$ cat config.mk
export PLATFORM = sky130hd
export DESIGN_NAME = telemetry_frame_crc16
export DESIGN_NICKNAME = d
export VERILOG_FILES = /design/src/design/tfc_pkg.sv /design/src/design/telemetry_frame_crc16.sv /design/src/design/tfc_front.sv /design/src/design/tfc_back.sv
export VERILOG_INCLUDE_DIRS = /design/src /design/src/design
export SDC_FILE = /design/constraint.sdc
export NUM_CORES = 1
export LEC_CHECK = 0
export BUFFER_PORTS_ARGS = -buffer_cell sky130_fd_sc_hd__buf_2
export CAP_MARGIN = 0
export CORE_ASPECT_RATIO = 1.25
export CORE_MARGIN = 5
export CORE_UTILIZATION = 41
export DETAILED_ROUTE_END_ITERATION = 10
export HOLD_SLACK_MARGIN = 0.06
export MAX_ROUTING_LAYER = met4
export PLACE_DENSITY = 0.66
export SLEW_MARGIN = 20
export SYNTH_ARGS = -nofsm -noshare
export SYNTH_HDL_FRONTEND = slang
export SYNTH_HIERARCHICAL = 1
export SYNTH_SLANG_ARGS = --single-unit
$ cat constraint.sdc
create_clock -name clk -period 4.85 [get_ports clk]
set_clock_uncertainty 0.1 [all_clocks]
set_input_delay 0.485 -clock clk [delete_from_list [all_inputs] [get_ports clk]]
set_output_delay 0.485 -clock clk [all_outputs]
set_load 0.02 [all_outputs]
$ cat src/design/telemetry_frame_crc16_defines.svh
// shared assertion macros
`ifndef TELEMETRY_FRAME_CRC16_DEFINES_SVH
`define TELEMETRY_FRAME_CRC16_DEFINES_SVH

`ifndef SYNTHESIS

`define TFC_ASSERT(label, c, r, prop) \
  label: assert property (@(posedge c) disable iff (!r) prop) \
    else $error("telemetry_frame_crc16 check failed");

`define TFC_ASSERT_NEVER(label, c, r, cond) \
  label: assert property (@(posedge c) disable iff (!r) !(cond)) \
    else $error("telemetry_frame_crc16 forbidden condition");

`else

`define TFC_ASSERT(label, c, r, prop)

`define TFC_ASSERT_NEVER(label, c, r, cond)

`endif

`endif

$ cat src/design/tfc_pkg.sv
package tfc_pkg;

  localparam int unsigned BYTE_W      = 8;
  localparam int unsigned VALUE_W     = 16;
  localparam int unsigned NUM_VALUES  = 4;
  localparam int unsigned WORD_W      = VALUE_W * NUM_VALUES;
  localparam int unsigned DATA_LEN    = WORD_W / BYTE_W;
  localparam int unsigned FRAME_LEN   = DATA_LEN + 2;
  localparam int unsigned IDX_W       = $clog2(FRAME_LEN);
  localparam int unsigned BSEL_W      = $clog2(DATA_LEN);
  localparam int unsigned QUEUE_DEPTH = 2;

  localparam logic [IDX_W-1:0] IDX_CRC_LO = IDX_W'(DATA_LEN);
  localparam logic [IDX_W-1:0] IDX_LAST   = IDX_W'(FRAME_LEN - 1);

  localparam logic [15:0] CRC_INIT = 16'hFFFF;
  localparam logic [15:0] CRC_POLY = 16'hA001;

  typedef struct packed {
    logic              valid;
    logic [WORD_W-1:0] word;
  } queue_head_t;

  // reflected crc-16, one byte
  function automatic logic [15:0] crc_byte(input logic [15:0] crc_in,
                                           input logic [BYTE_W-1:0] data);
    logic [15:0] c;
    c = crc_in ^ {8'h00, data};
    for (int b = 0; b < BYTE_W; b++) begin
      if (c[0]) begin
        c = (c >> 1) ^ CRC_POLY;
      end else begin
        c = c >> 1;
      end
    end
    return c;
  endfunction

endpackage

$ cat src/design/telemetry_frame_crc16.sv
// channel   ports                                              direction
// input     push, full, in_speed, in_motor_drive, in_angle,   in
//           in_extra_value
// result    empty, pop, out_frame_byte, out_last_byte          out
//
// one word in gives ten bytes out: eight value bytes low first, then crc low, crc high
// the serializer puts out one byte per cycle while the output is not stalled, and
// folds each value byte into the crc; the next word loads as the crc high byte leaves
// first byte shows after the queue, word_r, out_byte_r; queue holds QUEUE_DEPTH words
// synchronous active-low reset empties the queue and the output register
// a stalled output holds its byte; the queue keeps taking input until it fills
module telemetry_frame_crc16 #(
  parameter int unsigned QUEUE_DEPTH = tfc_pkg::QUEUE_DEPTH
) (
  input  logic               clk,
  input  logic               rst_n,
  input  logic               push,
  output logic               full,
  input  logic signed [15:0] in_speed,
  input  logic signed [15:0] in_motor_drive,
  input  logic signed [15:0] in_angle,
  input  logic signed [15:0] in_extra_value,
  output logic               empty,
  input  logic               pop,
  output logic [7:0]         out_frame_byte,
  output logic               out_last_byte
);
  import tfc_pkg::*;

  queue_head_t head;
  logic        deq;

  tfc_front #(
    .DEPTH(QUEUE_DEPTH)
  ) u_front (
    .clk           (clk),
    .rst_n         (rst_n),
    .push          (push),
    .full          (full),
    .in_speed      (in_speed),
    .in_motor_drive(in_motor_drive),
    .in_angle      (in_angle),
    .in_extra_value(in_extra_value),
    .head          (head),
    .deq           (deq)
  );

  tfc_back u_back (
    .clk           (clk),
    .rst_n         (rst_n),
    .head          (head),
    .deq           (deq),
    .empty         (empty),
    .pop           (pop),
    .out_frame_byte(out_frame_byte),
    .out_last_byte (out_last_byte)
  );

endmodule

$ cat src/design/tfc_front.sv
module tfc_front #(
  parameter int unsigned DEPTH = tfc_pkg::QUEUE_DEPTH
) (
  input  logic                 clk,
  input  logic                 rst_n,
  input  logic                 push,
  output logic                 full,
  input  logic signed [15:0]   in_speed,
  input  logic signed [15:0]   in_motor_drive,
  input  logic signed [15:0]   in_angle,
  input  logic signed [15:0]   in_extra_value,
  output tfc_pkg::queue_head_t head,
  input  logic                 deq
);
  import tfc_pkg::*;

  `include "telemetry_frame_crc16_defines.svh"

  localparam int unsigned PTR_W = (DEPTH > 1) ? $clog2(DEPTH) : 1;
  localparam int unsigned CNT_W = $clog2(DEPTH + 1);

  logic [WORD_W-1:0] slots_r [DEPTH];
  logic [PTR_W-1:0]  wr_ptr_r, wr_ptr_nxt;
  logic [PTR_W-1:0]  rd_ptr_r, rd_ptr_nxt;
  logic [CNT_W-1:0]  count_r, count_nxt;
  logic [WORD_W-1:0] in_word;
  logic              enq;

  // byte k of the frame is in_word[8k +: 8]
  assign in_word = {in_extra_value, in_angle, in_motor_drive, in_speed};

  assign full = (count_r == CNT_W'(DEPTH));
  assign enq  = push && !full;

  assign head.valid = (count_r != '0);
  assign head.word  = slots_r[rd_ptr_r];

  always_comb begin
    wr_ptr_nxt = wr_ptr_r;
    rd_ptr_nxt = rd_ptr_r;
    if (enq) begin
      wr_ptr_nxt = (wr_ptr_r == PTR_W'(DEPTH - 1)) ? '0 : wr_ptr_r + 1'b1;
    end
    if (deq) begin
      rd_ptr_nxt = (rd_ptr_r == PTR_W'(DEPTH - 1)) ? '0 : rd_ptr_r + 1'b1;
    end
    case ({enq, deq})
      2'b10:   count_nxt = count_r + 1'b1;
      2'b01:   count_nxt = count_r - 1'b1;
      default: count_nxt = count_r;
    endcase
  end

  always_ff @(posedge clk) begin
    if (!rst_n) begin
      wr_ptr_r <= '0;
      rd_ptr_r <= '0;
      count_r  <= '0;
    end else begin
      wr_ptr_r <= wr_ptr_nxt;
      rd_ptr_r <= rd_ptr_nxt;
      count_r  <= count_nxt;
    end
  end

  always_ff @(posedge clk) begin
    if (enq) begin
      slots_r[wr_ptr_r] <= in_word;
    end
  end

  `TFC_ASSERT_NEVER(a_no_overflow, clk, rst_n, count_r > CNT_W'(DEPTH))
  `TFC_ASSERT(a_count_up, clk, rst_n, (enq && !deq) |=> count_r == $past(count_r) + 1'b1)
  `TFC_ASSERT(a_deq_nonempty, clk, rst_n, deq |-> count_r != '0)

endmodule

$ cat src/design/tfc_back.sv
module tfc_back (
  input  logic                 clk,
  input  logic                 rst_n,
  input  tfc_pkg::queue_head_t head,
  output logic                 deq,
  output logic                 empty,
  input  logic                 pop,
  output logic [7:0]           out_frame_byte,
  output logic                 out_last_byte
);
  import tfc_pkg::*;

  `include "telemetry_frame_crc16_defines.svh"

  logic              busy_r, busy_nxt;
  logic [IDX_W-1:0]  idx_r, idx_nxt;
  logic [15:0]       crc_r, crc_nxt;
  logic [WORD_W-1:0] word_r, word_nxt;
  logic              out_valid_r, out_valid_nxt;
  logic [BYTE_W-1:0] out_byte_r, out_byte_nxt;
  logic              out_last_r, out_last_nxt;
  logic [BYTE_W-1:0] cur_byte;
  logic              adv;
  logic              load;
  logic              mid_step;
  logic              last_step;

  assign adv  = !out_valid_r || pop;
  assign load = adv && head.valid && (!busy_r || idx_r == IDX_LAST);
  assign deq  = load;

  assign mid_step  = adv && busy_r && (idx_r != IDX_LAST);
  assign last_step = adv && busy_r && (idx_r == IDX_LAST);

  always_comb begin
    if (idx_r == IDX_CRC_LO) begin
      cur_byte = crc_r[7:0];
    end else if (idx_r == IDX_LAST) begin
      cur_byte = crc_r[15:8];
    end else begin
      cur_byte = word_r[idx_r[BSEL_W-1:0] * BYTE_W +: BYTE_W];
    end
  end

  always_comb begin
    busy_nxt      = busy_r;
    idx_nxt       = idx_r;
    crc_nxt       = crc_r;
    word_nxt      = word_r;
    out_valid_nxt = out_valid_r && !pop;
    out_byte_nxt  = out_byte_r;
    out_last_nxt  = out_last_r;
    if (adv && busy_r) begin
      out_valid_nxt = 1'b1;
      out_byte_nxt  = cur_byte;
      out_last_nxt  = (idx_r == IDX_LAST);
      if (idx_r < IDX_CRC_LO) begin
        crc_nxt = crc_byte(crc_r, cur_byte);
      end
      idx_nxt = idx_r + 1'b1;
      if (idx_r == IDX_LAST) begin
        busy_nxt = 1'b0;
        idx_nxt  = '0;
      end
    end
    if (load) begin
      busy_nxt = 1'b1;
      idx_nxt  = '0;
      crc_nxt  = CRC_INIT;
      word_nxt = head.word;
    end
  end

  always_ff @(posedge clk) begin
    if (!rst_n) begin
      busy_r      <= 1'b0;
      idx_r       <= '0;
      out_valid_r <= 1'b0;
    end else begin
      busy_r      <= busy_nxt;
      idx_r       <= idx_nxt;
      out_valid_r <= out_valid_nxt;
    end
  end

  always_ff @(posedge clk) begin
    crc_r      <= crc_nxt;
    word_r     <= word_nxt;
    out_byte_r <= out_byte_nxt;
    out_last_r <= out_last_nxt;
  end

  assign empty          = !out_valid_r;
  assign out_frame_byte = out_byte_r;
  assign out_last_byte  = out_last_r;

  `TFC_ASSERT_NEVER(a_idx_range, clk, rst_n, idx_r > IDX_LAST)
  `TFC_ASSERT(a_last_flag, clk, rst_n, last_step |=> out_valid_r && out_last_r)
  `TFC_ASSERT(a_idx_step, clk, rst_n, mid_step |=> busy_r && idx_r == $past(idx_r) + 1'b1)

endmodule
After elaboration in Yosys (flattened, before gate mapping) --
Memory sizes are Yosys's and may differ from the RTL's. A register that Yosys moved wholly into a read port is not among the register bits. Cells that the tools add are included.
Word-level totals: RAM bits 128, memories kept 1, flip-flop bits (word level) 35, logic and storage cells 84, output and inout port bits 11
Cells by class: magnitude comparators 1, reductions and logical operators 18, eq/ne operators 5, shifts and indexed selects 1, bitwise gates (word level) 10, mux-type cells 34, add/subtract/negate cells 5
Memory list:
- u_front.slots_r | words 2, width 64, rd ports 1, clocked after memory_dff 1, write ports 1, line tfc_front.sv:22 | logic [WORD_W-1:0] slots_r [DEPTH];
Operator list (number):
- 2-to-1 mux 16 bit | 22
- indexed part select 64 x 7 -> 8 bit | 1
- inverter 2 -> 3 bit | 8
- 2-to-1 mux 8 bit | 2
- XOR 16 x 8 -> 16 bit | 1
- equality test 4 bit (second input constant) | 2
- 2-to-1 mux 1 bit | 8
- nonzero test 2 bit | 4
- logical AND 1 bit | 5
- adder 4 x 1 -> 4 bit (second input constant) | 1
- equality test 2 bit (second input constant) | 2
- logical NOT 1 bit | 4
- less-than comparator 4 bit (second input constant) | 1
- 2-to-1 mux 4 bit | 1
- case mux 2 bit (2 select lines) | 1
- AND reduction 2 bit | 2
- adder 1 bit (second input constant) | 2
- adder 2 x 1 -> 2 bit (second input constant) | 1
- equality test 2 x 1 -> 1 bit (second input constant) | 1
- logical OR 1 bit | 2
- OR reduction 2 bit | 1
- subtractor 2 x 1 -> 2 bit (second input constant) | 1
- inverter 1 bit | 1

Depth between registers and ports, before layout --
Gate-level depths: netlist of run 1.
word-level depth 34, mapped depth 13

By module --
Netlist of run 1, hierarchy kept.
By module, submodules not included:
- tfc_front | cells each 224, seq. area each 3943.8 um^2, area an instance 4830.9 um^2, times used 1
- tfc_back | cells each 338, seq. area each 2632.5 um^2, area an instance 4311.6 um^2, times used 1

Worst setup path after synthesis of run 1 --
No wires, ideal clock.
kind reg2reg, from register u_back.idx_r[0], to register u_front.count_r[1], required time 4680 ps, stages on the path, launching flop included 10, data arrival time 3654 ps, library setup time 70 ps, path slack 1026 ps, cell sequence dfxtp_1 buf_2 buf_2 buf_4 nand2_1 a21o_1 inv_1 ha_1 or3_1 a21boi_1
On the way: word-level cells in the longest chain between the ends 5, elaborated cells between the ends (all ways) 7, those cells by class 3 x eq/ne; 1 x mux; 3 x reduce/logical
RTL lines:
- start, declared | line tfc_back.sv:16 | logic [IDX_W-1:0] idx_r, idx_nxt;
- start signal, assigned | line tfc_back.sv:81 | idx_r <= idx_nxt;
- equality test 4 bit * | line tfc_back.sv:29 | assign load = adv && head.valid && (!busy_r || idx_r == IDX_LAST);
- logical OR 1 bit * | line tfc_back.sv:29
- logical AND 1 bit * | line tfc_back.sv:29
- net deq | line telemetry_frame_crc16.sv:31 | logic deq;
- equality test 2 x 1 -> 1 bit / equality test 2 bit (equally long branches) | line tfc_front.sv:47 | case ({enq, deq})
- case mux 2 bit (2 select lines) / nonzero test 2 bit (equally long branches)
- end signal, assigned | line tfc_front.sv:62 | count_r <= count_nxt;
- end, declared | line tfc_front.sv:25 | logic [CNT_W-1:0] count_r, count_nxt;
Mark *: on every way through the listed nets, which the timed path passes. The rest lies on a longest branch. A chain may end at the register's enable or synchronous reset.

Worst setup path after layout of run 1 --
from register u_back.idx_r[1], to register u_back.crc_r[0]
On the way: word-level cells in the longest chain between the ends 27, elaborated cells between the ends (all ways) 39, those cells by class 1 x order compare; 2 x eq/ne; 1 x shift; 24 x mux; 8 x bitwise; 3 x reduce/logical
RTL lines:
- indexed part select 64 x 7 -> 8 bit / equality test 4 bit (equally long branches) | line tfc_back.sv:41, tfc_back.sv:29, tfc_back.sv:38
- 2-to-1 mux 8 bit | line tfc_back.sv:38 | end else if (idx_r == IDX_LAST) begin
- 2-to-1 mux 8 bit | line tfc_back.sv:36 | if (idx_r == IDX_CRC_LO) begin
- XOR 16 x 8 -> 16 bit | line tfc_pkg.sv:28 | c = crc_in ^ {8'h00, data};
- 2-to-1 mux 16 bit / inverter 2 -> 3 bit (equally long branches)
- 2-to-1 mux 16 bit, on equally long branches | line tfc_back.sv:57, tfc_pkg.sv:30
- 2-to-1 mux 16 bit, on equally long branches | line tfc_back.sv:53, tfc_back.sv:57
- 2-to-1 mux 16 bit (tied with other cells) | line tfc_pkg.sv:30 | if (c[0]) begin
- (+11 left out)
- 2-to-1 mux 16 bit (tied with other cells) | line tfc_pkg.sv:30
- 2-to-1 mux 16 bit, on equally long branches | line tfc_back.sv:57, tfc_pkg.sv:30
- 2-to-1 mux 16 bit, on equally long branches | line tfc_back.sv:53, tfc_back.sv:57
- inverter 2 -> 3 bit (no line) / 2-to-1 mux 16 bit (equally long branches)
- 2-to-1 mux 16 bit | line tfc_pkg.sv:30
- 2-to-1 mux 16 bit | line tfc_back.sv:57 | if (idx_r < IDX_CRC_LO) begin
- 2-to-1 mux 16 bit | line tfc_back.sv:53 | if (adv && busy_r) begin
- 2-to-1 mux 16 bit | line tfc_pkg.sv:30
- end signal, assigned | line tfc_back.sv:87 | crc_r <= crc_nxt;
- end, declared | line tfc_back.sv:17 | logic [15:0] crc_r, crc_nxt;
Parallel ways exist; a longest one is shown, timed or not. The select of a mux whose other input is x is not followed.

==> summary.md, run 1 <==
| Metric | Value |
|---|---|
| Port Buf Inserts | `78` |
| Kind of critical path | `flip-flop to flip-flop` |
| Top post-synthesis cells by area | `edfxtp_1 66%, mux2_2 8.1%, dfxtp_1 5.9%, mux2i_1 1.6%, nand2_1 1.6%` |
| DR vias | `4968` |
| Max stage delay on crit path | `0.88 ns` |
| Clk root buf | `clkbuf_16` |
| Area growth syn-to-layout | `18.8%` |
| Yosys top cell by area | `edfxtp_1` |
| Reg2reg end | `u_back/crc_r[0]$_SDFFE_PP1P_` |
| IO Count | `79` |
| Final Instance Area | `10900 um^2` |
| Period utilization | `82.4%` |
| Synthesis Warnings | `6` |
| DR WL/cell | `17.4 um` |
| Hold Crit Endpoint | `u_front/slots_r[0][63]$_DFFE_PP_` |
| Pre-CTS setup slack | `0.856 ns` |
| Cell area after synthesis | `9140 um^2` |
| Grt peak-use layer | `met2` |
| Ys async rst share | `0%` |
| Starting DRT DRC Count | `298` |
| Die Area | `25400 um^2` |
| Share of layout cells above drive strength 1 | `29.7%` |
| Core Footprint | `22100 um^2` |
| Power density over the cells | `626 nW/um^2` |
| Critical path fanouts, max | `21` |
| Count of clock tree sinks | `228` |
| Sequential area share after synthesis | `71.9%` |
| Setup Viol. Count Final | `0` |
| Fin nets | `753` |
| Hold Path Depth | `1` |
| Total track usage | `14.2%` |
| Clock Pin Slew Worst Setup and Hold Paths | `0.06 ns` |
| Slew Viols, Final | `0` |
| Fin. Hold Viols | `0` |
| Count leader, synth | `edfxtp_1` |
| Fmax | `0.250 GHz` |
| Die Span Y | `177 um` |
| LEAKAGE | `3.85 nW` |
| RSZ-0062 raised after global routing | `no` |
| First-pass GRT wire length | `27.7 mm` |
| Antenna cells | `0` |
| Vias in the first global route | `5218` |
| Worst-skew pair later-pin latency | `0.50 ns` |
| 1st-pass router iterations | `5` |
| Initial core utilization | `41.3%` |
| Total clock buffers created by CTS | `23` |
| Synth Area per Inst | `16.3 um^2` |
| CTS tree | `done` |
| Worst-path cell chain | `buf_4 -> mux2i_1 -> o22ai_1 -> a211oi_2 -> nor2b_1 -> or4_1 -> and3_4 -> xnor2_4 -> xnor3_1 -> a221oi_1 -> o21ai_1` |
| Top FF cell, synth | `edfxtp_1` |
| Initial antenna violation count | `0` |
| Gr ovfl total | `0` |
| Post-synth EDFFs | `201` |
| Top cell type's share of synthesized area | `66.0%` |
| Clock tree buffer depth | `3` |
| Mapped Nets | `631` |
| Hold Path Class | `primary input to flip-flop` |
| Reg-to-reg setup timing slack | `0.85 ns` |
| Worst vdd ir | `262 uV` |
| Top post-synthesis cells by count | `201 x edfxtp_1, 66 x mux2_2, 39 x nand2_1, 27 x dfxtp_1, 21 x nor2_1` |
| Crit path buffers/inverters | `1` |
| Final Routed Wirelength | `17.1 mm` |
| Worst EP required | `5.13 ns` |
| Gpl congestion | `0.851` |
| Worst setup margin | `0.853 ns` |
| HP Start | `in_extra_value[15]` |
| Resize count post-CTS | `0` |
| Antenna viol nets, final | `0` |
| Hold slack final | `0.0767 ns` |
| Worst Path Arrival | `4.28 ns` |
| Least-Margin Pin Slew | `0.892 ns` |
| Final TNS setup | `0 ns` |
| Post-Synthesis Cells | `562` |
| Cell family with most CP delay | `flip-flops` |
| H-tree depth | `1` |
| Max Cap Violations | `0` |
| Final min period | `4.00 ns` |
| Status | `finished, final reports clean` |
| CP endpoint kind | `flip-flop` |
| Cell variety after synth | `64` |
| DRC Markers | `0` |
| Via-to-Cell Ratio | `5.05` |
| DP Area | `9820 um^2` |
| Crit start category | `flip-flop` |
| Reg2Reg Launch Point | `u_back/idx_r[1]$_SDFFE_PP0P_` |
| Die Width | `144 um` |
| Met1 usage | `17.7%` |
| Largest net degree at the start of global routing | `68` |
| Number of synthesized register bits | `228` |
| Reg2Reg Depth | `11` |
| Final core utilization | `49.1%` |
| Rows | `61` |
| Grt met3 use | `2.11%` |
| Dpl hpwl | `11.6 mm` |
| Met2 usage | `24.1%` |
| Worst path slowest cell | `dfxtp_1` |
| Relative slew margins | `40.5%` |
==> worst max-delay path by stage <==
stage                     slack (ns)  cells past startpoint                         start                              end
final                           0.85                     11  u_back/idx_r[1]$_SDFFE_PP0P_     u_back/crc_r[0]$_SDFFE_PP1P_
after global routing            0.57                     11  u_back/idx_r[1]$_SDFFE_PP0P_     u_back/crc_r[0]$_SDFFE_PP1P_
after CTS                       0.84                     11  u_back/idx_r[1]$_SDFFE_PP0P_     u_back/crc_r[0]$_SDFFE_PP1P_
after detailed placement        0.86                     11  u_back/idx_r[1]$_SDFFE_PP0P_     u_back/crc_r[0]$_SDFFE_PP1P_
after global placement          1.04                     11  u_back/idx_r[1]$_SDFFE_PP0P_     u_back/crc_r[0]$_SDFFE_PP1P_
after floorplan                 1.03                      9  u_back/idx_r[0]$_SDFFE_PP0P_  u_front/count_r[1]$_SDFFE_PN0P_
==> sequential cells by signal (all words and copies together), names as in the netlist, named ones only <==
register and cells:
u_back/crc_r 16, u_back/out_last_byte 1, u_front/count_r 2, u_back/busy_r 1, u_back/idx_r 4, u_front/wr_ptr_r 1
u_front/rd_ptr_r 1, u_front/slots_r 128, u_back/word_r 64, u_back/out_valid_r 1, u_back/out_frame_byte 8
==> layer usage <==
metal	share of wire, %	vias to the layer above
met2	52	115
met4	1.9	0
met5	0	-
met3	4.5	32
met1	41	2420
li1	-	2401
==> power breakdown <==
| group | internal, mW | switching (mW) | leakage (nW) | total, mW |
|---|---|---|---|---|
| clock | 0.942 | 0.702 | 0.346 | 1.64 |
| sequential | 2.80 | 0.226 | 2.11 | 3.02 |
| combinational | 0.988 | 1.15 | 1.40 | 2.14 |
==> metrics by stage <==
step	std cells	total power, mW
floorplan	562	4.67
global placement	908	5.12
detailed placement	908	5.20
CTS	982	6.89
global route	984	7.18
finish	984	6.80
==> kinds of logic after synthesis <==
group	share of synthesized area (%)
AOI/OAI and AO/OA	5.86
xor gates and xnor gates	2.52
adders and majority gates	0.137
buffers and inverters	1.77
DFF	71.9
muxes	11.2
and+or+nand+nor	6.54
==> layout make-up <==
type,count,area [um^2]
repair buffers,118,776
flip-flops and latches,228,6580
inverters,12,45.0
clock buffers,32,609
multi-input cells,301,2410
well taps,283,354
clock inverters,10,90.1
fillers,1877,11300
==> placed cells by master, fill, tap and decap left out, types with 2 or more instances in the layout <==
master	netlist	routed
edfxtp_1	201	201
buf_2	12	78
mux2_2	66	66
nand2_1	39	39
dlygate4sd3_1	0	34
dfxtp_1	27	26
clkbuf_16	0	23
nor2_1	21	21
mux2i_1	15	15
xnor2_1	13	13
a21oi_1	11	11
nor3_1	10	10
o211ai_1	10	10
clkbuf_1	4	9
inv_1	11	9
nor2b_1	9	9
nand3_1	9	9
o21ai_0	9	9
o22ai_1	8	8
buf_4	2	6
mux4_2	6	6
or3_1	6	6
clkinv_2	0	5
and2_1	5	5
a21o_1	5	5
inv_6	0	4
nand2b_1	4	4
o21ai_1	4	4
inv_2	1	3
or2_2	3	3
nor3b_1	3	3
a21boi_1	3	3
xor2_1	3	3
or3b_1	2	2
a211oi_1	2	2
a2bb2oi_1	2	2
o21a_1	2	2
a211oi_2	2	2
a221oi_1	2	2
==> what timing repair did <==
action	CTS	global route
hold buffers	32	2
hold endpoints to repair	63	4
buffers inserted	0	0
No activity file was read; power rests on OpenSTA's default activity.
==> run 2, diff against run 1 <==
--- a/config.mk
+++ b/config.mk
@@ -14,7 +14,7 @@
 export DETAILED_ROUTE_END_ITERATION = 10
 export HOLD_SLACK_MARGIN = 0.06
 export MAX_ROUTING_LAYER = met4
-export PLACE_DENSITY = 0.66
+export PLACE_DENSITY = 0.69
 export SLEW_MARGIN = 20
 export SYNTH_ARGS = -nofsm -noshare
 export SYNTH_HDL_FRONTEND = slang
==> constraint.sdc (replaced) <==
create_clock -name clk -period 3.6 [get_ports clk]
set_clock_uncertainty 0.1 [all_clocks]
set_input_delay 0.36 -clock clk [delete_from_list [all_inputs] [get_ports clk]]
set_output_delay 0.36 -clock clk [all_outputs]
set_load 0.02 [all_outputs]
==> summary.md, run 2 (synthesis results as in run 1) <==
| Metric | Value |
|---|---|
| Status | `finished, final reports clean (unchanged)` |
| Reg2Reg Depth | `11 (unchanged)` |
| Worst Path Arrival | `3.64 ns (was 4.28 ns)` |
| Max Cap Violations | `0 (unchanged)` |
| Worst setup margin | `0.241 ns (was 0.853 ns)` |
| Multi-input logic area | `2410 um^2 (about the same)` |
| Hold Path Depth | `3 (was 1)` |
| Hold Path Class | `primary input to flip-flop (unchanged)` |
| Reg2Reg Launch Point | `u_back/idx_r[1]$_SDFFE_PP0P_ (unchanged)` |
| Gr ovfl total | `0 (unchanged)` |
| Worst EP required | `3.88 ns (was 5.13 ns)` |
| Via-to-Cell Ratio | `5.04 (was 5.05)` |
| Period utilization | `93.3% (was 82.4%)` |
| Total track usage | `14.5% (was 14.2%)` |
| Initial core utilization | `41.3% (unchanged)` |
| CP endpoint kind | `flip-flop (unchanged)` |
| Vias in the first global route | `5368 (was 5218)` |
| Total clock buffers created by CTS | `23 (unchanged)` |
| Max FFs per register | `128 (unchanged)` |
| Final Instance Area | `11300 um^2 (was 10900 um^2)` |
| Crit path buffers/inverters | `1 (unchanged)` |
| Initial antenna violation count | `0 (unchanged)` |
| Worst-skew pair later-pin latency | `0.50 ns (about the same)` |
| Biggest register | `u_front/slots_r (unchanged)` |
| Clk root buf | `clkbuf_16 (unchanged)` |
| Die Area | `25400 um^2 (unchanged)` |
| IO Count | `79 (unchanged)` |
| Top Registers | `u_front/slots_r: 128 flops, u_back/word_r: 64 flops, u_back/crc_r: 16 flops (unchanged)` |
| Share of layout cells above drive strength 1 | `29.6% (was 29.7%)` |
| Clock Pin Slew Worst Setup and Hold Paths | `0.06 ns (about the same)` |
| DP Area | `9910 um^2 (was 9820 um^2)` |
| Slew Viols, Final | `0 (unchanged)` |
| Worst-path cell chain | `buf_4 -> or3b_1 -> o22ai_1 -> a211oi_2 -> nor2b_1 -> or4_1 -> and3_4 -> xnor2_4 -> xnor3_1 -> a221oi_1 -> o21ai_1 (was buf_4 -> mux2i_1 -> o22ai_1 -> a211oi_2 -> nor2b_1 -> or4_1 -> and3_4 -> xnor2_4 -> xnor3_1 -> a221oi_1 -> o21ai_1)` |
| Clock tree buffer depth | `3 (unchanged)` |
| Cell family with most CP delay | `simple AND/OR/NAND/NOR gates (was flip-flops)` |
| Final min period | `3.36 ns (was 4.00 ns)` |
| Critical path fanouts, max | `23 (was 21)` |
| Antenna cells | `0 (unchanged)` |
| CTS tree | `done (unchanged)` |
| Most common cell after layout, fill and taps aside | `edfxtp_1 (unchanged)` |
| Dpl hpwl | `11.7 mm (was 11.6 mm)` |
| Gpl congestion | `0.909 (was 0.851)` |
| DRC Markers | `0 (unchanged)` |
| Largest net degree at the start of global routing | `68 (unchanged)` |
| Kind of critical path | `flip-flop to flip-flop (unchanged)` |
| LEAKAGE | `4.04 nW (was 3.85 nW)` |
| Reg-to-reg setup timing slack | `0.24 ns (was 0.85 ns)` |
| H-tree depth | `1 (unchanged)` |
| Relative slew margins | `47.0% (was 40.5%)` |
| Fin. Hold Viols | `0 (unchanged)` |
| Fmax | `0.298 GHz (was 0.250 GHz)` |
| Setup Viol. Count Final | `0 (unchanged)` |
| Rows | `61 (unchanged)` |
| Postcts setup bufs | `0 (unchanged)` |
| HP Start | `pop (was in_extra_value[15])` |
| Final Total Pwr | `9.34 mW (was 6.80 mW)` |
| Pre-CTS setup slack | `0.192 ns (was 0.856 ns)` |
| Crit start category | `flip-flop (unchanged)` |
| Starting DRT DRC Count | `411 (was 298)` |
| Worst vdd ir | `418 uV (was 262 uV)` |
| DR WL/cell | `17.2 um (was 17.4 um)` |
| Max stage delay on crit path | `0.52 ns (was 0.88 ns)` |
| Core Footprint | `22100 um^2 (unchanged)` |
| Most frequent cells in the layout | `201 x edfxtp_1, 78 x buf_2, 66 x mux2_2 (unchanged)` |
| Area growth syn-to-layout | `23.7% (was 18.8%)` |
| Antenna viol nets, final | `0 (unchanged)` |
| Worst path slowest cell | `or4_1 (was dfxtp_1)` |
| Final Routed Wirelength | `17.6 mm (was 17.1 mm)` |
| First-pass GRT wire length | `28.4 mm (was 27.7 mm)` |
| Fin nets | `792 (was 753)` |
| Power density over the cells | `826 nW/um^2 (was 626 nW/um^2)` |
| Hold Crit Endpoint | `u_back/out_valid_r$_SDFF_PN0_ (was u_front/slots_r[0][63]$_DFFE_PP_)` |
| Die Span Y | `177 um (unchanged)` |
| Fill count | `1838 (was 1877)` |
| DR vias | `5151 (was 4968)` |
| 1st-pass router iterations | `5 (unchanged)` |
| Die Width | `144 um (unchanged)` |
| Least-Margin Pin Slew | `0.792 ns (was 0.892 ns)` |
| Register area | `6580 um^2 (unchanged)` |
| Port Buf Inserts | `78 (unchanged)` |
| Count of clock tree sinks | `228 (unchanged)` |
| Reg2reg end | `u_back/crc_r[0]$_SDFFE_PP1P_ (unchanged)` |
## run 2: changes by cell type in the layout (fill, tap and decap cells not counted), sizes merged
cell,before,now
clkinvlp,0,2
inv,16,13
dlygate4sd3,34,65
buf,84,92
clkinv,5,6
bufinv,1,2
clkbuf,32,30
## run 2: what timing repair did
item	in CTS	in global routing
gates resized for setup	0	3
hold buffers	65	0
endpoints found under the setup margin	0	1
hold endpoints to repair	129	0
## run 2: metrics by stage
stage,std cells,hold slack [ns],util [%],setup TNS (ns)
CTS,1022,0.0688,51.1,0
global route,1022,0.102,51.1,-0.0173
detailed placement,916,0.390,44.8,0
floorplan,562,0.357,-,0
global placement,916,0.369,44.8,0
finish,1022,0.0894,51.1,0
## run 2: how the worst max path moves through the flow
stage                                 start                              end  slack, ns  cells after the start
5_1_grt        u_back/idx_r[0]$_SDFFE_PP0P_     u_back/crc_r[0]$_SDFFE_PP1P_      -0.02                     11
4_1_cts        u_back/idx_r[0]$_SDFFE_PP0P_     u_back/crc_r[0]$_SDFFE_PP1P_       0.19                     11
6_report       u_back/idx_r[1]$_SDFFE_PP0P_     u_back/crc_r[0]$_SDFFE_PP1P_       0.24                     11
3_3_place_gp   u_back/idx_r[0]$_SDFFE_PP0P_     u_back/crc_r[0]$_SDFFE_PP1P_       0.36                     11
2_1_floorplan  u_back/idx_r[2]$_SDFFE_PP0P_  u_front/count_r[1]$_SDFFE_PN0P_       0.09                     10
3_5_place_dp   u_back/idx_r[0]$_SDFFE_PP0P_     u_back/crc_r[0]$_SDFFE_PP1P_       0.19                     11
## run 2: layer usage
| metal | GRT usage [%] | part of all wire, % | up-vias |
|---|---|---|---|
| met3 | 1.86 | 4.4 | 34 |
| met1 | 17.4 | 40 | 2520 |
| met4 | 5.61 | 2.8 | 0 |
| met2 | 25.0 | 53 | 122 |
| li1 | - | - | 2475 |
| met5 | - | 0 | - |
## run 2: layout make-up
| cell class | instances | area share [%] |
|---|---|---|
| clock buffer | 30 | 5.59 |
| timing repair buffer | 157 | 10.4 |
| clock inverter | 11 | 0.984 |
| inverter | 12 | 0.431 |
| tap | 283 | 3.13 |
| multi-input combinational | 301 | 21.3 |
| sequential | 228 | 58.1 |
## run 2: worst register-to-register path: cells and delay by family (launching register included)
kind | cells | cell delay, ns
compound gates | 4 | 0.70
xor+xnor | 2 | 0.57
buf+inv | 1 | 0.22
flops | 1 | 0.31
simple gates | 4 | 1.35
## run 2: where the power goes
group	total, mW	leakage (nW)	internal, mW	switching [mW]
clock	2.31	0.364	1.38	0.931
combinational	2.94	1.57	1.41	1.53
sequential	4.09	2.11	3.76	0.334
